<file path="config.mk">
export PLATFORM = sky130hd
export DESIGN_NAME = fptg_queue
export DESIGN_NICKNAME = d
export VERILOG_FILES = /design/src/rtl/core/fptg_pkg.sv /design/src/rtl/core/fptg_queue.sv
export SDC_FILE = /design/constraint.sdc
export NUM_CORES = 1
export LEC_CHECK = 0
export BUFFER_PORTS_ARGS = -buffer_cell sky130_fd_sc_hd__buf_2
export CAP_MARGIN = 0
export CORE_ASPECT_RATIO = 0.9
export CORE_MARGIN = 5
export CORE_UTILIZATION = 40
export CTS_CLUSTER_SIZE = 24
export DETAILED_ROUTE_END_ITERATION = 6
export GPL_TIMING_DRIVEN = 0
export PLACE_DENSITY_LB_ADDON = 0.2
export SLEW_MARGIN = 10
export SYNTH_ARGS = -nofsm -noshare
export SYNTH_HDL_FRONTEND = slang
export SYNTH_SLANG_ARGS = --single-unit
</file>
<file path="constraint.sdc">
create_clock -name clk -period 3.1 [get_ports clk]
set_input_delay 0.465 -clock clk [delete_from_list [all_inputs] [get_ports clk]]
set_output_delay 0.465 -clock clk [all_outputs]
set_load 0.01 [all_outputs]
</file>
<file path="src/rtl/core/fptg_pkg.sv">
// ----------------------------------------------------------------------------
// fptg_pkg
// Shared types, constants and elaboration-time tables for the focal point
// trajectory generator.
// ----------------------------------------------------------------------------
package fptg_pkg;

  localparam int SAMPLES    = 200;
  localparam int TRIG_STEPS = 4096;
  localparam int COORD_BITS = 16;
  localparam int QTR        = TRIG_STEPS / 4;
  localparam int QTR_W      = $clog2(QTR);
  localparam int K_W        = $clog2(TRIG_STEPS);
  localparam int IDX_W      = 8;
  localparam int TRIG_W     = 15;

  localparam int Q_DEPTH = 4;
  localparam int Q_PTR_W = $clog2(Q_DEPTH);
  localparam int Q_CNT_W = $clog2(Q_DEPTH + 1);

  // request kinds
  localparam logic OP_TICK  = 1'b0;
  localparam logic OP_WRITE = 1'b1;

  // modes
  localparam logic [2:0] MODE_POINT   = 3'd0;
  localparam logic [2:0] MODE_POLYGON = 3'd1;
  localparam logic [2:0] MODE_LINEAR  = 3'd2;
  localparam logic [2:0] MODE_INDEXED = 3'd3;
  localparam logic [2:0] MODE_CIRCLE  = 3'd4;
  localparam logic [2:0] MODE_TWIN    = 3'd5;

  // register indexes
  localparam logic [2:0] REG_MODE    = 3'd0;
  localparam logic [2:0] REG_SEGS    = 3'd1;
  localparam logic [2:0] REG_CENTER  = 3'd2;
  localparam logic [2:0] REG_START   = 3'd3;
  localparam logic [2:0] REG_END     = 3'd4;
  localparam logic [2:0] REG_RADIUS  = 3'd5;
  localparam logic [2:0] REG_BASIS_U = 3'd6;
  localparam logic [2:0] REG_BASIS_V = 3'd7;

  localparam longint HALF_PI_Q30 = 64'sd1686629713;

  typedef struct packed {
    logic             op;
    logic [IDX_W-1:0] idx;
    logic [IDX_W-1:0] val;
  } item_t;

  typedef struct packed {
    logic [2:0]  mode;
    logic [7:0]  seg;
    logic [47:0] center_pos;
    logic [47:0] start_pos;
    logic [47:0] end_pos;
    logic [15:0] radius;
    logic [47:0] basis_u;
    logic [47:0] basis_v;
  } cfg_t;

  typedef logic [TRIG_W-1:0] trig_tab_t [QTR];
  typedef logic [31:0] recip_tab_t [256];

  // shift-subtract quotient of non-negative operands
  function automatic longint udiv(input longint num, input longint den);
    longint q;
    longint rem;
    q = 0;
    rem = 0;
    for (int b = 62; b >= 0; b--) begin
      rem = (rem <<< 1) | ((num >>> b) & 64'sd1);
      if (rem >= den) begin
        rem = rem - den;
        q = q | (64'sd1 <<< b);
      end
    end
    return q;
  endfunction

  function automatic longint taylor_q14(input longint y, input bit is_cos);
    longint y2;
    longint t;
    longint n;
    longint sum;
    y2 = (y * y) >>> 30;
    t = is_cos ? (64'sd1 <<< 30) : y;
    n = is_cos ? 64'sd0 : 64'sd1;
    sum = t;
    for (int s = 0; s < 8; s++) begin
      t = udiv((t * y2) >>> 30, (n + 1) * (n + 2));
      n = n + 2;
      sum = (s % 2 == 1) ? sum + t : sum - t;
    end
    if (sum < 0) begin
      sum = 0;
    end
    return (sum + (64'sd1 <<< 15)) >>> 16;
  endfunction

  function automatic trig_tab_t build_trig(input bit is_cos);
    trig_tab_t tab;
    longint    y;
    for (int j = 0; j < QTR; j++) begin
      y = (longint'(j) * HALF_PI_Q30) / QTR;
      tab[j] = TRIG_W'(taylor_q14(y, is_cos));
    end
    return tab;
  endfunction

  // ceil(2^32 / (2*d)) for polygon vertex angle
  function automatic recip_tab_t build_recip();
    recip_tab_t tab;
    longint     d2;
    tab[0] = '0;
    for (int d = 1; d < 256; d++) begin
      d2 = 2 * longint'(d);
      tab[d] = 32'(udiv((64'sd1 <<< 32) + d2 - 1, d2));
    end
    return tab;
  endfunction

  function automatic logic signed [COORD_BITS-1:0] sat_coord(input logic signed [23:0] v);
    if (v > 24'sd32767) begin
      return 16'sh7fff;
    end else if (v < -24'sd32768) begin
      return 16'sh8000;
    end
    return v[COORD_BITS-1:0];
  endfunction

endpackage

</file>
<file path="src/rtl/core/fptg_queue.sv">
// ----------------------------------------------------------------------------
// fptg_queue
// Short request queue between the front and the back.
// ----------------------------------------------------------------------------
module fptg_queue (
  input  logic            clk,
  input  logic            rst_n,
  input  logic            push,
  input  fptg_pkg::item_t push_item,
  output logic            full,
  input  logic            pop,
  output logic            valid,
  output fptg_pkg::item_t head
);
  import fptg_pkg::*;

  item_t              mem_r [Q_DEPTH];
  logic [Q_PTR_W-1:0] wr_r;
  logic [Q_PTR_W-1:0] rd_r;
  logic [Q_CNT_W-1:0] cnt_r;
  logic [Q_CNT_W-1:0] cnt_nxt;

  assign full  = cnt_r == Q_CNT_W'(Q_DEPTH);
  assign valid = cnt_r != '0;
  assign head  = mem_r[rd_r];

  always_comb begin
    cnt_nxt = cnt_r;
    if (push && !pop) begin
      cnt_nxt = cnt_r + 1'b1;
    end else if (pop && !push) begin
      cnt_nxt = cnt_r - 1'b1;
    end
  end

  always_ff @(posedge clk) begin
    if (!rst_n) begin
      wr_r  <= '0;
      rd_r  <= '0;
      cnt_r <= '0;
    end else begin
      cnt_r <= cnt_nxt;
      if (push) begin
        wr_r <= wr_r + 1'b1;
      end
      if (pop) begin
        rd_r <= rd_r + 1'b1;
      end
    end
  end

  always_ff @(posedge clk) begin
    if (push) begin
      mem_r[wr_r] <= push_item;
    end
  end

`ifndef SYNTHESIS
  a_no_overflow: assert property (@(posedge clk) disable iff (!rst_n)
    cnt_r <= Q_CNT_W'(Q_DEPTH)) else $error("queue overflow");
  a_push_only: assert property (@(posedge clk) disable iff (!rst_n)
    push && !pop |=> cnt_r == $past(cnt_r) + 1'b1) else $error("queue push count");
  a_pop_only: assert property (@(posedge clk) disable iff (!rst_n)
    pop && !push |=> cnt_r == $past(cnt_r) - 1'b1) else $error("queue pop count");
  a_pop_nonempty: assert property (@(posedge clk) disable iff (!rst_n)
    pop |-> valid) else $error("pop from empty queue");
`endif

endmodule

</file>
Word-level counts from Yosys, hierarchy flattened
Memory sizes are Yosys's and may differ from the RTL's. A register that Yosys moved wholly into a read port is not among the register bits. Index checks and enable logic that the tools add are counted.

Memories: 1. Memory bits (writable): 68. Output and inout bits: 19. Logic and storage cells: 21. Bits of input ports: 21. Flip-flop bits (word level): 7.

Memory list: mem_r (depth 4, bits a word 17, rd ports 1, clocked after Yosys merged registers in 1, wr ports 1, RTL line fptg_queue.sv:17) `item_t mem_r [Q_DEPTH];`.

Equal/unequal tests: 1. Muxes and demuxes: 6. Reduce and logical (&&, ||, !) cells: 6. $add $sub $neg: 4.

Operators by type and width (count): 3-bit 2-to-1 mux (2); 2-bit by 1-bit adder with 2-bit output, second input constant (2); 2-bit 2-to-1 mux (2); 3-bit by 1-bit adder with 3-bit output, second input constant (1); 3-bit == test, second input constant (1); 3-bit nonzero test (1); 3-bit by 1-bit subtractor with 3-bit output, second input constant (1); 1-bit logical AND (2); 1-bit logical NOT (2); 1-bit 2-to-1 mux (2); 2-bit nonzero test (1).

Longest topological paths before layout
Gate-level depths: netlist of the first run.

Word-level depth: 4. Gate-level depth with buffers: 7. Mapped depth without buffers: 7.

Worst setup path after synthesis of the first run
OpenSTA, ideal clock, no wires.

Path kind: input to register. From: input port pop. To: register cnt_r[2]. Slack: 1.377 ns. Stages on the path: 7. Buffers on the path: 0. Data required time: 3.024 ns. Data arrival time: 1.647 ns. Library setup time: 0.076 ns. Cell sequence: inv_1 > ha_1 > inv_1 > fa_1 > xor2_1 > or3_1 > a21boi_0.

Longest elaborated chain between the ends: 3. Elaborated cells between the ends (all ways): 5. Those cells by class: mux (1); reduce/logical (4).

RTL lines: start, declared (RTL line fptg_queue.sv:11) `input logic pop,`; 1-bit logical NOT (RTL line fptg_queue.sv:29) `if (push && !pop) begin`; 1-bit logical AND (RTL line fptg_queue.sv:29); 3-bit 2-to-1 mux / 2-bit nonzero test (equally long branches); end signal, assigned (RTL line fptg_queue.sv:42) `cnt_r <= cnt_nxt;`; end, declared (RTL line fptg_queue.sv:20) `logic [Q_CNT_W-1:0] cnt_r;`.

Several ways; a longest one is shown, not always the timed one. A chain may end at the register's enable or synchronous reset.

==> results.sh, run 1 <==
export IMPL_required_ns=2.63
export IMPL_drive_gt1_share_pct=36.4
export IMPL_worstSetupPathType="register to output port"
export IMPL_timing_final_crit_period_ns=2.13
export IMPL_cts_buffers_inserted=9
export IMPL_rsz0062_at_grt="no"
export IMPL_critPathTopFamily="buffers and inverters"
export IMPL_syn_area_um2=2940
export IMPL_max_cap_viol_count=0
export IMPL_synthTopCellsByCount="edfxtp_1 (68), mux4_2 (10), and2_1 (9), dfxtp_1 (9), mux4_1 (7)"
export IMPL_path_cells="buf_2 -> buf_2 -> mux4_2 -> buf_2"
export IMPL_clock_path_buffers=2
export IMPL_fmax_ghz=0.470
export IMPL_final_hold_viol_count=0
export IMPL_drtPass1Iterations=4
export IMPL_syn_num_nets=159
export IMPL_cts_clk_slew_worst_paths_ns=0.08
export IMPL_synthArstFlopShare_pct=0
export IMPL_fin_crit_sh_pct=68.7
export IMPL_critical_path_max_stage_delay_ns=0.36
export IMPL_diodes=0
export IMPL_synth_top_area_share_pct=69.5
export IMPL_nets=209
export IMPL_grt_max_degree=18
export IMPL_fp_dieArea_um2=9160
export IMPL_worst_slew_pin_transition_ns=0.944
export IMPL_cts_hold_buf=0
export IMPL_cellPowerDensity_nw_per_um2=616
export IMPL_nFillCells=627
export IMPL_dieWidth_um=100
export IMPL_final_util_pct=48.2
export IMPL_worstHoldPathType="primary input to register"
export IMPL_dpl_hpwl_um=3140
export IMPL_start_kind="register"
export IMPL_first_global_vias=1513
export IMPL_ys_seq_elements=77
export IMPL_overflow=0
export IMPL_die_h_um=91.3
export IMPL_post_drt_wl_per_cell_um=17.0
export IMPL_design_core_area_um2=7110
export IMPL_clock_sinks=77
export IMPL_gp_congestion=0.716
export IMPL_place_ws_ns=1.09
export IMPL_worst_clock_skew_ns=0.00956
export IMPL_vdd_ir_drop_worst_v=0.000259
export IMPL_status="completed"
export IMPL_dr_total_vias=1346
export IMPL_yosys_cell_types_count=20
export IMPL_cp_arrival_ns=1.66
export IMPL_track_usage_pct=11.1
export IMPL_drc=0
export IMPL_total_power_w=0.00211
export IMPL_fin_tns_setup_ns=0
export IMPL_syn_inst=132
export IMPL_row_count=29
export IMPL_slew_headroom_pct=37.1
export IMPL_ys_seq_area_share_pct=75.6
export IMPL_postSynthAreaPerCell_um2=22.3
export IMPL_cts_root_buf="clkbuf_8"
export IMPL_finalSetupViolCount=0
export IMPL_antenna_found_initial=0
export IMPL_p_leak_nw=1.22
export IMPL_io_pins=40
export IMPL_slowest_stage="mux4_2"
export IMPL_post_cts_setup_buffer_count=0
export IMPL_setup_ws_ns=0.971
export IMPL_clk_latency_ns=0.33
export IMPL_portBuffers=39
export IMPL_drv_slew=0
export IMPL_end_kind="output port"
export IMPL_cp_num_buf_inv=3
export IMPL_yosys_area_top_type="edfxtp_1"
export IMPL_cp_max_fo=10
export IMPL_crit_path_frequent_cell="buf_2"
export IMPL_synth_edf_count=68
export IMPL_synth_most_common_cell="edfxtp_1"
export IMPL_tritoncts="yes"
export IMPL_routed_wl_um=4760
export IMPL_synth_ff_type="edfxtp_1"
export IMPL_initial_core_util_pct=41.3
export IMPL_drtIter0Drc=56
export IMPL_grt_first_pass_wirelength_um=7620
export IMPL_synth_area_leaders="edfxtp_1 (69%), mux4_2 (7.7%), mux4_1 (6.3%)"
export IMPL_syn_to_final_growth_pct=16.7
export IMPL_yosys_warnings=0
export IMPL_cts_htree_levels=3
export IMPL_antenna_left=0
export IMPL_vias_per_cell=4.81
export IMPL_post_cts_resized=0
-- registers in the layout, indices dropped and copies added (netlist names), named ones only --
register,cells
cnt_r,3
mem_r,68
rd_r,2
wr_r,2
-- logic make-up after synthesis --
logic type	share of synthesized area [%]
flops	75.6
buf+inv	1.92
mux	14.6
xor+xnor	1.49
simple gates	3.15
fa+ha+maj	2.81
compound gates	0.426
-- routing by layer --
metal / wire (um) / track usage, %
met1: 1940 / 12.9
met2: 2470 / 18.8
met3: 306 / 3.91
met4: 42 / 4.71
met5: 0 / 0
-- stage by stage --
stage | instances | hold WS [ns] | instance area, um^2
2_1_floorplan | 132 | 0.467 | 2940
4_1_cts | 280 | 0.335 | 3430
3_3_place_gp | 264 | 0.479 | 3250
5_1_grt | 280 | 0.323 | 3430
6_report | 280 | 0.345 | 3430
3_5_place_dp | 264 | 0.511 | 3250
-- cell type report --
type                       count  area [um^2]  area share, %
multi-input combinational     47          661           19.3
clock inverter                 4         23.8          0.693
clock buffer                  12          155           4.52
sequential                    77         2220           64.8
inverter                       4         15.0          0.438
buffer                         4         41.3           1.20
timing repair buffer          39          195           5.69
tap                           93          116           3.39
-- path summary, 6_finish.rpt --
check                    start           to  slack, ns  depth (start not counted)
setup / recovery      register      head[5]       0.97                          4
hold / removal    push_item[0]  mem_r[2][0]       0.35                          1
setup reg to reg       wr_r[0]  mem_r[2][4]       1.41                          3
hold reg to reg       cnt_r[2]     cnt_r[2]       0.52                          2
-- layout by cell type, fill, tap and decap left out --
| cell | instances |
|---|---|
| nor3b_1 | 1 |
| ha_1 | 5 |
| or3_1 | 2 |
| clkinv_2 | 3 |
| inv_1 | 4 |
| buf_2 | 41 |
| o21ai_0 | 1 |
| mux4_1 | 7 |
| a21boi_0 | 1 |
| mux4_2 | 10 |
| nand2_1 | 1 |
| clkbuf_1 | 1 |
| dfxtp_1 | 9 |
| xor2_1 | 3 |
| buf_12 | 1 |
| buf_6 | 1 |
| mux2i_1 | 2 |
| fa_1 | 1 |
| and2_1 | 9 |
| clkbuf_8 | 11 |
| clkinv_4 | 1 |
| edfxtp_1 | 68 |
| xnor2_1 | 2 |
| nor2b_1 | 2 |
-- power by group --
| part | total, W | switching [W] | internal [W] | leakage (nW) |
|---|---|---|---|---|
| clock network | 0.000663 | 0.000331 | 0.000332 | 0.0961 |
| registers | 0.00121 | 0.0000205 | 0.00119 | 0.699 |
| logic | 0.000241 | 0.000122 | 0.000119 | 0.428 |
| total | 0.00211 | 0.000474 | 0.00164 | 1.22 |
-- worst reg2reg max path, cell delays in order, from the launching register on --
cell and delay (ns):
dfxtp_1 0.35, inv_1 0.09, ha_1 0.13, and2_1 0.75
No activity file was read; power rests on OpenSTA's default activity.
==> inputs of run 2 (changes only) <==
clock period = 2.05 ns   (was 3.1 ns; I/O delays follow)
==> run 2 against run 1 <==
  * Die area is the same
  * Global-route usage is the same
  * Setup slack lost 0.87 ns
  * Clock skew rose by 0.00085 ns
  * Register-to-register slack lost 1.0 ns
  * Routed wire length rose by 0.92%
  * First-iteration DRC count decreased by 18%
  * Sequential power increased by 51%
  * Flip-flop and latch count is the same
  * Critical path depth unchanged
  * Final area up 0.80%
  * Via count fell by 0.15%
  * Critical endpoint is now head[10]
  * Largest cell class unchanged
==> results.sh, run 2 (synthesis results as in run 1) <==
export IMPL_status="completed"
export IMPL_routed_wl_um=4800
export IMPL_worstSetupPathType="register to output port"
export IMPL_cts_buffers_inserted=9
export IMPL_nets=210
export IMPL_antenna_found_initial=0
export IMPL_clk_latency_ns=0.33
export IMPL_cp_max_fo=9
export IMPL_cp_num_buf_inv=3
export IMPL_worstHoldPathType="primary input to register"
export IMPL_nFillCells=624
export IMPL_post_cts_resized=0
export IMPL_finalSetupViolCount=0
export IMPL_diodes=0
export IMPL_track_usage_pct=11.1
export IMPL_row_count=29
export IMPL_path_cells="buf_6 -> clkbuf_16 -> mux4_2 -> buf_2"
export IMPL_p_leak_nw=1.23
export IMPL_clock_sinks=77
export IMPL_end_kind="output port"
export IMPL_switching_share_pct=22.5
export IMPL_seq_area_um2=2220
export IMPL_design_core_area_um2=7110
export IMPL_cts_hold_buf=0
export IMPL_overflow=0
export IMPL_gp_congestion=0.716
export IMPL_fin_area_um2=3460
export IMPL_required_ns=1.74
export IMPL_first_global_vias=1513
export IMPL_critPathTopFamily="buffers and inverters"
export IMPL_largest_reg_flops=68
export IMPL_max_cap_viol_count=0
export IMPL_slew_headroom_pct=37.2
export IMPL_worst_slew_pin_transition_ns=0.942
export IMPL_io_pins=40
export IMPL_post_cts_setup_buffer_count=0
export IMPL_top_register="mem_r"
export IMPL_fin_tns_setup_ns=0
export IMPL_seq_power_share_pct=57.0
export IMPL_tritoncts="yes"
export IMPL_placed_area_um2=3250
export IMPL_cp_arrival_ns=1.64
export IMPL_syn_to_final_growth_pct=17.6
export IMPL_drtIter0Drc=46
export IMPL_p_sw_w=0.000721
export IMPL_slowest_stage="mux4_2"
export IMPL_portBuffers=39
export IMPL_clock_path_buffers=2
export IMPL_cts_root_buf="clkbuf_8"
export IMPL_clockPowerShare_pct=31.3
export IMPL_antenna_left=0
export IMPL_multiInputGateArea_um2=661
export IMPL_drtPass1Iterations=4
export IMPL_cts_clk_slew_worst_paths_ns=0.08
export IMPL_grt_max_degree=18
export IMPL_initial_core_util_pct=41.3
export IMPL_top_regs="mem_r (68), cnt_r (3)"
export IMPL_worst_clock_skew_ns=0.0104
export IMPL_p_comb_share_pct=11.7
export IMPL_final_common_cell="edfxtp_1"
export IMPL_vias_per_cell=4.78
export IMPL_die_h_um=91.3
export IMPL_layout_common_cells="edfxtp_1 (68), buf_2 (40), clkbuf_8 (11)"
export IMPL_timing_final_crit_period_ns=1.95
export IMPL_drc=0
export IMPL_cts_htree_levels=3
export IMPL_fp_dieArea_um2=9160
export IMPL_vdd_ir_drop_worst_v=0.000393
export IMPL_fmax_ghz=0.513
export IMPL_critical_path_max_stage_delay_ns=0.48
export IMPL_p_int_w=0.00249
export IMPL_rsz0062_at_grt="no"
export IMPL_drive_gt1_share_pct=36.7
export IMPL_dieWidth_um=100
export IMPL_final_hold_viol_count=0
export IMPL_drv_slew=0
export IMPL_post_drt_wl_per_cell_um=17.1
export IMPL_dpl_hpwl_um=3140
export IMPL_cellPowerDensity_nw_per_um2=928
export IMPL_final_util_pct=48.6
export IMPL_dr_total_vias=1344
export IMPL_start_kind="register"
export IMPL_fin_crit_sh_pct=95.0
export IMPL_grt_first_pass_wirelength_um=7620
run 2: stage by stage:
stage	hold WS [ns]	power, W	instances	worst slack [ns]
6_report	0.187	0.00321	281	0.102
5_1_grt	0.166	0.00336	281	0.0154
4_1_cts	0.177	0.00324	280	0.0320
3_5_place_dp	0.511	0.00224	264	0.199
3_3_place_gp	0.479	0.00222	264	0.315
2_1_floorplan	0.406	0.00209	132	0.485
run 2: final cells by class:
class	instances	area share (%)
sequential	77	64.3
inverter	4	0.434
timing repair buffer	40	6.37
buffer	4	1.27
clock inverter	4	0.688
clock buffer	12	4.49
multi-input combinational	47	19.1
tap	93	3.37
run 2: worst paths after layout:
check / from / to / slack (ns) / depth (start not counted)
hold reg to reg: cnt_r[2] / cnt_r[2] / 0.52 / 2
setup reg to reg: wr_r[0] / mem_r[2][4] / 0.36 / 3
hold / removal: push_item[0] / mem_r[2][0] / 0.19 / 1
setup / recovery: register / head[10] / 0.10 / 4
run 2: per-layer routing:
layer / track usage, % / share of wire [%] / wire length (um) / up-vias
met5: 0 / 0 / 0 / -
met4: 4.71 / 0.92 / 44 / 0
met3: 3.91 / 5.5 / 266 / 4
met2: 18.8 / 52 / 2470 / 27
met1: 12.9 / 42 / 2020 / 682
li1: - / - / - / 631
run 2: power groups by stage:
stage	clock network, W	logic [W]	registers [W]
floorplan	0	0.000236	0.00185
global placement	0	0.000363	0.00186
detailed placement	0	0.000376	0.00186
CTS	0.00103	0.000378	0.00183
finish	0.00100	0.000376	0.00183
global route	0.00111	0.000417	0.00183
