$ cat src/rtl/core/fptg_pkg.sv
// ----------------------------------------------------------------------------
// fptg_pkg
// Shared types, constants and elaboration-time tables for the focal point
// trajectory generator.
// ----------------------------------------------------------------------------
package fptg_pkg;

  localparam int SAMPLES    = 200;
  localparam int TRIG_STEPS = 4096;
  localparam int COORD_BITS = 16;
  localparam int QTR        = TRIG_STEPS / 4;
  localparam int QTR_W      = $clog2(QTR);
  localparam int K_W        = $clog2(TRIG_STEPS);
  localparam int IDX_W      = 8;
  localparam int TRIG_W     = 15;

  localparam int Q_DEPTH = 4;
  localparam int Q_PTR_W = $clog2(Q_DEPTH);
  localparam int Q_CNT_W = $clog2(Q_DEPTH + 1);

  // request kinds
  localparam logic OP_TICK  = 1'b0;
  localparam logic OP_WRITE = 1'b1;

  // modes
  localparam logic [2:0] MODE_POINT   = 3'd0;
  localparam logic [2:0] MODE_POLYGON = 3'd1;
  localparam logic [2:0] MODE_LINEAR  = 3'd2;
  localparam logic [2:0] MODE_INDEXED = 3'd3;
  localparam logic [2:0] MODE_CIRCLE  = 3'd4;
  localparam logic [2:0] MODE_TWIN    = 3'd5;

  // register indexes
  localparam logic [2:0] REG_MODE    = 3'd0;
  localparam logic [2:0] REG_SEGS    = 3'd1;
  localparam logic [2:0] REG_CENTER  = 3'd2;
  localparam logic [2:0] REG_START   = 3'd3;
  localparam logic [2:0] REG_END     = 3'd4;
  localparam logic [2:0] REG_RADIUS  = 3'd5;
  localparam logic [2:0] REG_BASIS_U = 3'd6;
  localparam logic [2:0] REG_BASIS_V = 3'd7;

  localparam longint HALF_PI_Q30 = 64'sd1686629713;

  typedef struct packed {
    logic             op;
    logic [IDX_W-1:0] idx;
    logic [IDX_W-1:0] val;
  } item_t;

  typedef struct packed {
    logic [2:0]  mode;
    logic [7:0]  seg;
    logic [47:0] center_pos;
    logic [47:0] start_pos;
    logic [47:0] end_pos;
    logic [15:0] radius;
    logic [47:0] basis_u;
    logic [47:0] basis_v;
  } cfg_t;

  typedef logic [TRIG_W-1:0] trig_tab_t [QTR];
  typedef logic [31:0] recip_tab_t [256];

  // shift-subtract quotient of non-negative operands
  function automatic longint udiv(input longint num, input longint den);
    longint q;
    longint rem;
    q = 0;
    rem = 0;
    for (int b = 62; b >= 0; b--) begin
      rem = (rem <<< 1) | ((num >>> b) & 64'sd1);
      if (rem >= den) begin
        rem = rem - den;
        q = q | (64'sd1 <<< b);
      end
    end
    return q;
  endfunction

  function automatic longint taylor_q14(input longint y, input bit is_cos);
    longint y2;
    longint t;
    longint n;
    longint sum;
    y2 = (y * y) >>> 30;
    t = is_cos ? (64'sd1 <<< 30) : y;
    n = is_cos ? 64'sd0 : 64'sd1;
    sum = t;
    for (int s = 0; s < 8; s++) begin
      t = udiv((t * y2) >>> 30, (n + 1) * (n + 2));
      n = n + 2;
      sum = (s % 2 == 1) ? sum + t : sum - t;
    end
    if (sum < 0) begin
      sum = 0;
    end
    return (sum + (64'sd1 <<< 15)) >>> 16;
  endfunction

  function automatic trig_tab_t build_trig(input bit is_cos);
    trig_tab_t tab;
    longint    y;
    for (int j = 0; j < QTR; j++) begin
      y = (longint'(j) * HALF_PI_Q30) / QTR;
      tab[j] = TRIG_W'(taylor_q14(y, is_cos));
    end
    return tab;
  endfunction

  // ceil(2^32 / (2*d)) for polygon vertex angle
  function automatic recip_tab_t build_recip();
    recip_tab_t tab;
    longint     d2;
    tab[0] = '0;
    for (int d = 1; d < 256; d++) begin
      d2 = 2 * longint'(d);
      tab[d] = 32'(udiv((64'sd1 <<< 32) + d2 - 1, d2));
    end
    return tab;
  endfunction

  function automatic logic signed [COORD_BITS-1:0] sat_coord(input logic signed [23:0] v);
    if (v > 24'sd32767) begin
      return 16'sh7fff;
    end else if (v < -24'sd32768) begin
      return 16'sh8000;
    end
    return v[COORD_BITS-1:0];
  endfunction

endpackage

$ cat src/rtl/core/fptg_front.sv
// ----------------------------------------------------------------------------
// fptg_front
// Accepts requests, drops those that give nothing, and hands the rest to the
// queue through one register stage.
// ----------------------------------------------------------------------------
module fptg_front (
  input  logic                 clk,
  input  logic                 rst_n,
  input  logic                 in_valid,
  output logic                 in_ready,
  input  logic                 in_req_type,
  input  logic [7:0]           in_sample_index,
  input  logic [7:0]           in_order_value,
  input  logic                 in_suppress,
  input  logic [2:0]           mode,
  input  logic                 q_full,
  output logic                 q_push,
  output fptg_pkg::item_t      q_item
);
  import fptg_pkg::*;

  logic  f_vld_r;
  logic  f_keep_r;
  item_t f_item_r;
  logic  f_go;
  logic  keep;
  logic  idx_ok;

  assign idx_ok   = in_sample_index < IDX_W'(SAMPLES);
  assign keep     = in_req_type ? idx_ok
                                : (!in_suppress && idx_ok && mode <= MODE_TWIN);
  assign f_go     = f_vld_r && (!f_keep_r || !q_full);
  assign in_ready = !f_vld_r || f_go;
  assign q_push   = f_vld_r && f_keep_r && !q_full;
  assign q_item   = f_item_r;

  always_ff @(posedge clk) begin
    if (!rst_n) begin
      f_vld_r <= 1'b0;
    end else if (in_valid && in_ready) begin
      f_vld_r <= 1'b1;
    end else if (f_go) begin
      f_vld_r <= 1'b0;
    end
  end

  always_ff @(posedge clk) begin
    if (in_valid && in_ready) begin
      f_keep_r     <= keep;
      f_item_r.op  <= in_req_type;
      f_item_r.idx <= in_sample_index;
      f_item_r.val <= in_order_value;
    end
  end

endmodule

$ cat config.mk
export PLATFORM = sky130hd
export DESIGN_NAME = fptg_front
export DESIGN_NICKNAME = d
export VERILOG_FILES = /design/src/rtl/core/fptg_pkg.sv /design/src/rtl/core/fptg_front.sv
export SDC_FILE = /design/constraint.sdc
export NUM_CORES = 1
export LEC_CHECK = 0
export BUFFER_PORTS_ARGS = -buffer_cell sky130_fd_sc_hd__buf_2
export CORE_MARGIN = 2
export CORE_UTILIZATION = 25
export DETAILED_ROUTE_END_ITERATION = 8
export GPL_TIMING_DRIVEN = 0
export PLACE_DENSITY = 0.6
export SLEW_MARGIN = 10
export SYNTH_ARGS = -nofsm -noshare
export SYNTH_HDL_FRONTEND = slang
export SYNTH_SLANG_ARGS = --single-unit
$ cat constraint.sdc
create_clock -name clk -period 2 [get_ports clk]
set_input_delay 0.1 -clock clk [delete_from_list [all_inputs] [get_ports clk]]
set_output_delay 0.1 -clock clk [all_outputs]
set_load 0.02 [all_outputs]
# After elaboration in Yosys (flattened, before gate mapping)
# Cells that the tools add are included.
[op_classes]
order_cmp = 2
n_mux = 3
n_reduce_logical = 13
[op_table]
columns = ["operator", "n"]
rows = [
  ["8-bit less-than comparator (second input constant)", 1],
  ["1-bit logical AND", 6],
  ["1-bit zero test", 4],
  ["3-bit less-or-equal comparator (second input constant)", 1],
  ["1-bit two-way mux", 3],
  ["1-bit logical OR", 2],
  ["2-bit nonzero test", 1],
]
[word_totals]
ff_bits = 19
input_bits = 25
word_cells = 23

# Logic depth before layout (Yosys ltp)
# Gate-level depths: netlist of run 1.
[logic_depth]
ltp_word = 6
ltp_mapped = 2
depth_no_buf = 2

# Least setup slack after synthesis of run 1
# Ideal clock, no wire load.
[synth_path]
kind = "register -> register"
start = "reg f_keep_r"
end = "reg f_keep_r (enable)"
setup_ps = 376
arrival_time_ps = 1140
required_ps = 1624
path_slack_ps = 484
path_stages_with_launch = 3
synth_period_minus_slack_ps = 1516
cell_sequence = "edfxtp_1 nand3_1 and2_1"
[synth_via]
elab_chain_cells = 5
[synth_lines]
columns = ["item", "line_no", "source"]
rows = [
  ["start: declaration", "fptg_front.sv:23", "logic f_keep_r;"],
  ["start signal: assignment", "fptg_front.sv:49", "f_keep_r <= keep;"],
  ["1-bit zero test", "fptg_front.sv:32", "assign f_go = f_vld_r && (!f_keep_r || !q_full);"],
  ["1-bit logical OR", "fptg_front.sv:32", ""],
  ["1-bit logical AND", "fptg_front.sv:32", ""],
  ["1-bit logical OR", "fptg_front.sv:33", "assign in_ready = !f_vld_r || f_go;"],
  ["net in_ready", "fptg_front.sv:10", "output logic in_ready,"],
  ["1-bit logical AND", "fptg_front.sv:48", "if (in_valid && in_ready) begin"],
]
# The timed path passes the listed nets, and every way through them passes these cells.
# A chain may end at the register's enable or synchronous reset.

# Worst setup path in the final report of run 1
[layout_path]
start = "reg f_keep_r"
end = "reg f_item_r (netlist bit q_item[14]) (enable)"
[layout_via]
elab_chain_cells = 5
[layout_lines]
columns = ["item", "line_no", "source"]
rows = [
  ["1-bit zero test", "fptg_front.sv:32", ""],
  ["1-bit logical OR", "fptg_front.sv:32", ""],
  ["1-bit logical AND", "fptg_front.sv:32", ""],
  ["1-bit logical OR", "fptg_front.sv:33", ""],
  ["1-bit logical AND", "fptg_front.sv:48", ""],
  ["end: declaration", "fptg_front.sv:24", "item_t f_item_r;"],
]
# No other way between the ends.

==> key figures, run 1 <==
Synthesis
  – Post-Syn Area: between 600 and 700 um2
  – Count of different cell masters after synthesis: 11
  – Yosys warning count: 0
  – Synth top area cells: edfxtp_1 (88%), dfxtp_1 (3.3%), o311ai_1 (1.4%)
  – Mapped Nets: 53
  – Synth area leader: edfxtp_1
  – Flops & latches, synth: 19
  – Synth top area share: 88.3%
  – Post-synthesis sequential area ratio: 91.6%
  – Mapped Cells: 28
  – Syn Area/Cell: ~22 um2

Hold path
  – Hold Startpoint: in_sample_index[7]
  – Min-delay worst type: input pin to register

Floorplanning
  – # rows: 17
  – Core ar.: 2250 um2
  – Die height: 53.5 um
  – Die W: 53.5 um
  – Die Area: 2860 um2
  – Initial Util: 27.1%
  – Number of top-level pins: 44

Clocking
  – Clock Sinks: 19
  – CTS tree: built
  – Cts repair resizes: 0
  – Reg clk slew, reported paths: 0.10 ns
  – Root Driver: clkbuf_4
  – Skew-Pair Late Insertion Delay: 0.28 ns
  – Inserted Clock Buffers: 3
  – CTS H-tree lvls: 1
  – Deepest clock path buffer count: 2

STA
  – Slew @ Worst Pin: 0.765 ns
  – TNS Setup: 0 ns
  – Max Freq: 652 MHz
  – Final period util: around three quarters
  – Final-report setup violation count: 0
  – RSZ-0062 raised after global routing: false
  – Relative slew slack: 49.0%
  – Post-Route Skew: 0.000666 ns
  – Final hold viol count: 0
  – Hold_ws: 0.0122 ns
  – Count of pins over their slew limit: 0
  – Final Critical Period: 1.53 ns

Flow run
  – Max-Cap Viols: 0

Route
  – Via count: approximately 460
  – Via-per-instance ratio: 3.86
  – WL/cell: approximately 9.9 um
  – Router iterations before antenna repair: 2
  – Antenna-violating nets left: 0
  – DR iter-0 viols: 3
  – # DRC: 0
  – Final wirelength: 1.17 mm

Power
  – Cell Pwr Density: 726 nW/um2
  – P_leak: 0.450 nW
  – Peak VDD IR: 325 uV
  – Pwr Total: 0.000758 W

Placement
  – RD Place Congestion: 0.609
  – IO buf count: between 40 and 50
  – Post-DP HPWL: 883 um
  – Inst Count DP: a little under 100

Final layout
  – # fillers: 224
  – # diodes: 0
  – Layout area overhead: 70.6%
  – Most common cell after layout, fill and taps aside: buf_2
  – Multi-input logic area: 47.5 um2
  – Utilization after layout: between 40% and 50%
  – Share of cells above drive strength 1: 50.0%
  – Finished Layout Cells: 118
  – Layout Nets: roughly 120
  – Storage cell area: 561 um2
  – Most frequent cells in the layout: buf_2 (42), edfxtp_1 (18), dlygate4sd3_1 (16)

Global route
  – Antenna violations before repair: 0
  – Total grt overflow: 0
  – Largest net degree at the start of global routing: 19
  – Gr usage total: 8.41%
  – First-pass GRT wire length: roughly 1.7 mm
  – Vias in the first global route: 420

Setup path
  – Crit path max fanout: 18
  – Crit path launch: f_keep_r
  – CP bufs+invs: 0
  – Worst reg2reg startpoint: f_keep_r
  – Arrival time worst endpoint: 1.46 ns
  – CP max stage cell: and2_1
  – CP max stage delay: ~0.64 ns
  – Setup crit start kind: register
  – Setup crit end kind: register
  – Setup Crit Path Kind: register to register
  – Critical Path RT: 1.92 ns
  – CP Cell Sequence: nand3_1 -> and2_1
  – Delay-heaviest family, CP: simple AND/OR/NAND/NOR gates

Status
  – Status: completed
==> kinds of logic (layout without fill, tap and decap cells) <==
family	count (synthesis)	in the layout	share of synthesized area, %
simple gates	4	4	3.07
flops	19	19	91.6
buf+inv	1	63	0.613
compound gates	4	4	4.70
==> where the power goes <==
| part | switching, W | internal [W] |
|---|---|---|
| registers | 0.00000511 | 0.000463 |
| logic | 0.0000555 | 0.0000533 |
| clock network | 0.000104 | 0.0000773 |
==> final timing paths <==
| kind | to | slack (ns) | cells past startpoint |
|---|---|---|---|
| setup / recovery | q_item[14] | 0.47 | 2 |
| hold / removal | q_item[15] | 0.01 | 1 |
| setup reg to reg | q_item[14] | 0.47 | 2 |
| hold reg to reg | f_vld_r | 0.54 | 2 |
==> cells in the mapped netlist, drive strengths merged <==
cell type	number
nand2	1
edfxtp	18
a21boi	1
inv	1
and2	1
dfxtp	1
o311ai	1
o21a	1
nand3	1
a21oi	1
nor2	1
==> layout make-up <==
type	instances	share of cell area, %
clock buffers	4	2.52
flip-flops and latches	19	53.7
multi-input cells	8	4.56
repair buffers	58	35.5
inverters	1	0.360
well taps	28	3.36
==> repair_timing <==
action / CTS / global route
hold buffers: 15 / 1
endpoints found under the hold margin: 15 / 1
buffers inserted: 0 / 0
==> stage by stage <==
| stage | worst slack, ns | cell area (um2) |
|---|---|---|
| floorplan | 0.484 | 612 |
| global placement | 0.486 | 857 |
| detailed placement | 0.443 | 857 |
| CTS | 0.419 | 1030 |
| global route | 0.335 | 1040 |
| finish | 0.466 | 1040 |
==> registers in the layout (all words and copies together), names as in the netlist <==
name	flops
q_item	17
f_keep_r	1
f_vld_r	1
==> layer usage <==
metal  vias to the layer above  track usage (%)  routed length [um]
li1                        233                -                   -
met1                       195             8.75                 454
met2                        27             14.8                 576
met3                         0             3.11                 141
met4                         0             3.85                   0
met5                         -                0                   0
==> worst register-to-register path, cell delays in order (launching register included) <==
cell and delay [ns]:
edfxtp_1 0.40, nand3_1 0.13, and2_1 0.64
(Power assumes the default switching activity.)
==> inputs of run 2 (changes only) <==
--- a/config.mk
+++ b/config.mk
@@ -10,7 +10,7 @@
 export CORE_UTILIZATION = 25
 export DETAILED_ROUTE_END_ITERATION = 8
 export GPL_TIMING_DRIVEN = 0
-export PLACE_DENSITY = 0.6
+export PLACE_DENSITY = 0.62
 export SLEW_MARGIN = 10
 export SYNTH_ARGS = -nofsm -noshare
 export SYNTH_HDL_FRONTEND = slang
==> constraint.sdc (replaced) <==
create_clock -name clk -period 1.4 [get_ports clk]
set_input_delay 0.07 -clock clk [delete_from_list [all_inputs] [get_ports clk]]
set_output_delay 0.07 -clock clk [all_outputs]
set_load 0.02 [all_outputs]
==> key figures, run 2 (same netlist as run 1, synthesis figures left out) <==
Hold path
  – Min-delay worst type: input pin to register
  – Hold Startpoint: rst_n

STA
  – Final Critical Period: 1.29 ns
  – Slew @ Worst Pin: between 0.4 and 0.5 ns
  – Final hold viol count: 0
  – TNS Setup: 0 ns
  – Count of pins over their slew limit: 0
  – Relative slew slack: 71.8%
  – Final-report setup violation count: 0
  – Max Freq: 778 MHz
  – RSZ-0062 raised after global routing: false
  – Post-Route Skew: 0.00781 ns
  – Final period util: 91.8%

Floorplanning
  – Die W: 53.5 um
  – Number of top-level pins: 44
  – Core ar.: approximately 2300 um2
  – # rows: 17
  – Die height: around 53 um
  – Initial Util: 27.1%
  – Die Area: 2860 um2

Setup path
  – Setup crit start kind: register
  – Arrival time worst endpoint: roughly 1.2 ns
  – Setup Crit Path Kind: register to register
  – Critical Path RT: between 1 and 1.5 ns
  – Crit path launch: f_keep_r
  – Crit path max fanout: 18
  – Setup crit end kind: register
  – Worst reg2reg startpoint: f_keep_r

Status
  – Status: completed

Global route
  – Largest net degree at the start of global routing: 19
  – Total grt overflow: 0
  – Antenna violations before repair: 0
  – Vias in the first global route: 513
  – Gr usage total: 10.8%
  – First-pass GRT wire length: 2.09 mm

Route
  – WL/cell: 11.1 um
  – Antenna-violating nets left: 0
  – # DRC: 0
  – Final wirelength: between 1 and 1.5 mm
  – DR iter-0 viols: 8
  – Via-per-instance ratio: between 3 and 4
  – Router iterations before antenna repair: 3
  – Via count: around 470

Final layout
  – # diodes: 0
  – Max reg flops: 17
  – Finished Layout Cells: about 120
  – # fillers: 229
  – Layout area overhead: 72.6%
  – Most frequent cells in the layout: buf_2 (42), edfxtp_1 (18), dlygate4sd3_1 (17)
  – Most common cell after layout, fill and taps aside: buf_2
  – Share of cells above drive strength 1: 51.6%
  – Layout Nets: about 120

Clocking
  – Deepest clock path buffer count: 2
  – Root Driver: clkbuf_4
  – CTS H-tree lvls: 1
  – Skew-Pair Late Insertion Delay: 0.29 ns
  – Cts repair resizes: 0
  – Reg clk slew, reported paths: about 0.1 ns
  – Post-CTS setup buffer count: 0
  – Clock Sinks: 19
  – CTS tree: built
  – Post-cts hold buffer count: 17
  – Inserted Clock Buffers: 3

Power
  – Cell Pwr Density: 1040 nW/um2
  – Peak VDD IR: 646 uV
  – P_leak: approximately 0.46 nW

Flow run
  – Max-Cap Viols: 0

Placement
  – RD Place Congestion: roughly 0.63
  – Inst Count DP: 98
  – IO buf count: 42
==> run 2: final timing paths <==
check	end	slack [ns]	cells after the start
max	q_item[7]	0.11	2
min	f_vld_r	0.04	2
max reg2reg	q_item[7]	0.11	2
min reg2reg	f_vld_r	0.55	2
==> run 2: layer usage <==
layer	up-vias	global-route usage [%]	share of wire, %	wire [um]
li1	234	-	-	-
met1	209	10.7	39	516
met2	24	19.1	53	695
met3	0	3.67	8.2	108
met4	0	6.41	0	0
met5	-	0	0	0
==> run 2: layout make-up <==
cell class	count	area, um2	area share (%)
clock buffers	3	22.5	2.13
inverters	1	3.75	0.355
repair buffers	59	380	36.0
multi-input cells	8	48.8	4.62
clock inverters	1	5.00	0.474
flip-flops and latches	19	561	53.1
well taps	28	35.0	3.32
==> run 2: critical path, cell delays in order (launching register included) <==
cell and delay (ns):
edfxtp_1 0.39, nand3_1 0.13, and2_2 0.43
==> run 2: through the flow <==
step / setup WS (ns) / util [%] / instance area [um2] / hold slack [ns] / power [W]
after global routing: 0.0172 / 46.8 / 1060 / 0.00748 / 0.00116
after detailed placement: 0.112 / 38.1 / 858 / 0.249 / 0.000807
final: 0.115 / 46.8 / 1060 / 0.0358 / 0.00110
after global placement: 0.142 / 38.1 / 858 / 0.247 / 0.000803
after floorplan: 0.0775 / - / 613 / 0.169 / 0.000741
after CTS: 0.102 / 46.8 / 1060 / 0.0239 / 0.00111
==> run 2: where the power goes <==
part / internal [W] / total (W) / switching (W) / leakage, nW
Combinational: 0.0000786 / 0.000160 / 0.0000815 / 0.256
Clock: 0.000106 / 0.000268 / 0.000162 / 0.0177
Sequential: 0.000661 / 0.000669 / 0.00000764 / 0.184
==> inputs of run 3 (changes only) <==
==> constraint.sdc (replaced) <==
create_clock -name clk -period 1.4 [get_ports clk]
set_input_delay 0.07 -clock clk [delete_from_list [all_inputs] [get_ports clk]]
set_output_delay 0.07 -clock clk [all_outputs]
set_load 0.1 [all_outputs]
==> key figures, run 3 (same netlist as run 1, synthesis figures left out) <==
Status
  – Status: completed

STA
  – TNS Setup: 0 ns
  – Count of pins over their slew limit: 0
  – Final Critical Period: 1.33 ns
  – RSZ-0062 raised after global routing: false
  – Final hold viol count: 0
  – Final WS setup: 0.0687 ns
  – Post-Route Skew: around 0.0031 ns
  – Final period util: approximately 95%
  – Max Freq: roughly 750 MHz
  – Final-report setup violation count: 0
  – Slew @ Worst Pin: a little under 0.5 ns
  – Relative slew slack: around two thirds

Power
  – Cell Pwr Density: ~1200 nW/um2
  – Peak VDD IR: 569 uV
  – Pwr Total: 0.00128 W
  – P_leak: between 0.4 and 0.5 nW

Floorplanning
  – Number of top-level pins: 44
  – Die height: 53.5 um
  – Initial Util: a little over a quarter
  – Die W: ~53 um
  – Die Area: 2860 um2
  – Core ar.: 2250 um2
  – # rows: 17

Setup path
  – Reg-to-reg endpoint: q_item[7]
  – Critical Path RT: 1.33 ns
  – Arrival time worst endpoint: 1.26 ns
  – Worst r2r path cells: 2
  – Setup Crit Path Kind: register to output port
  – Setup crit start kind: register
  – Crit path max fanout: 2
  – Worst reg2reg startpoint: f_keep_r
  – Setup crit end kind: output port
  – R2r setup slk: 0.26 ns

Clocking
  – CTS tree: built
  – Reg clk slew, reported paths: approximately 0.1 ns
  – Skew-Pair Late Insertion Delay: 0.28 ns
  – CTS H-tree lvls: 1
  – Cts repair resizes: 0
  – Inserted Clock Buffers: 3
  – Clock Sinks: 19
  – Deepest clock path buffer count: 2
  – Root Driver: clkbuf_4

Placement
  – Pre-CTS setup slack: 0.260 ns
  – RD Place Congestion: 0.579
  – IO buf count: 42

Final layout
  – # diodes: 0
  – Most common cell after layout, fill and taps aside: buf_2
  – Share of cells above drive strength 1: 52.7%
  – Layout area overhead: 75.1%
  – # fillers: 222
  – Max reg flops: 17
  – Layout Nets: 117
  – Most frequent cells in the layout: buf_2 (42), edfxtp_1 (18), dlygate4sd3_1 (17)

Global route
  – Gr usage total: under 10%
  – Largest net degree at the start of global routing: 19
  – Antenna violations before repair: 0
  – Vias in the first global route: about 430
  – Total grt overflow: 0
  – First-pass GRT wire length: 1.71 mm

Hold path
  – Hold EP: f_vld_r
  – Min-delay worst type: input pin to register
  – Hold Startpoint: rst_n
  – Hold Path Stages: 2

Route
  – WL/cell: 9.76 um
  – Antenna-violating nets left: 0
  – DR iter-0 viols: 3
  – # DRC: 0
  – Via-per-instance ratio: 3.89
  – Final wirelength: 1.16 mm
  – Router iterations before antenna repair: 2
  – Via count: between 400 and 500

Flow run
  – Max-Cap Viols: 0
==> run 3: cell count changes in the layout (fill, tap and decap cells not counted), sizes merged <==
cell,change
clkbuf,+1
clkinv,-1
==> run 3: layout make-up <==
cell class,instances,area (um2),share of cell area [%]
Tap cell,28,35.0,3.27
Timing Repair Buffer,59,380,35.5
Multi-Input combinational cell,8,65.1,6.07
Sequential cell,19,561,52.3
Clock buffer,4,26.3,2.45
Inverter,1,3.75,0.350
==> run 3: power by group <==
part           total, W  switching [W]  internal [W]
logic          0.000344       0.000264     0.0000801
registers      0.000669     0.00000859      0.000661
clock network  0.000267       0.000157      0.000111
==> run 3: metal layers <==
layer / global-route usage, % / vias to the layer above / wire [um]
met5: 0 / - / 0
met4: 5.13 / 0 / 7
met3: 1.41 / 2 / 112
met2: 16.7 / 25 / 639
met1: 7.87 / 201 / 402
li1: - / 235 / -
==> run 3: timing repair <==
item | in CTS | in global routing
hold buffers | 17 | 0
buffers inserted | 0 | 0
endpoints found under the hold margin | 17 | 0
==> run 3: worst max-delay path by stage <==
| stage | start | endpoint | slack [ns] | cells past startpoint |
|---|---|---|---|---|
| 3_5_place_dp | f_keep_r | q_item[5] | 0.26 | 2 |
| 3_3_place_gp | f_keep_r | q_item[7] | 0.27 | 2 |
| 2_1_floorplan | f_keep_r | f_keep_r | 0.06 | 2 |
| 4_1_cts | f_keep_r | q_push | 0.05 | 3 |
| 5_1_grt | f_keep_r | q_push | 0.009 | 3 |
| 6_report | f_keep_r | q_push | 0.07 | 3 |
==> run 3: stage by stage <==
stage / cells / instance area, um2 / utilization (%) / hold slack, ns
CTS: 119 / 1070 / 47.5 / 0.0275
finish: 119 / 1070 / 47.5 / 0.0334
global route: 119 / 1070 / 47.5 / 0.0216
detailed placement: 98 / 875 / 38.8 / 0.248
floorplan: 28 / 629 / - / 0.169
global placement: 98 / 875 / 38.8 / 0.248
==> run 3: critical path, cell delays in order (launching register included) <==
cell	delay, ns
edfxtp_1	0.40
nand2_1	0.08
nor2_2	0.07
buf_2	0.42
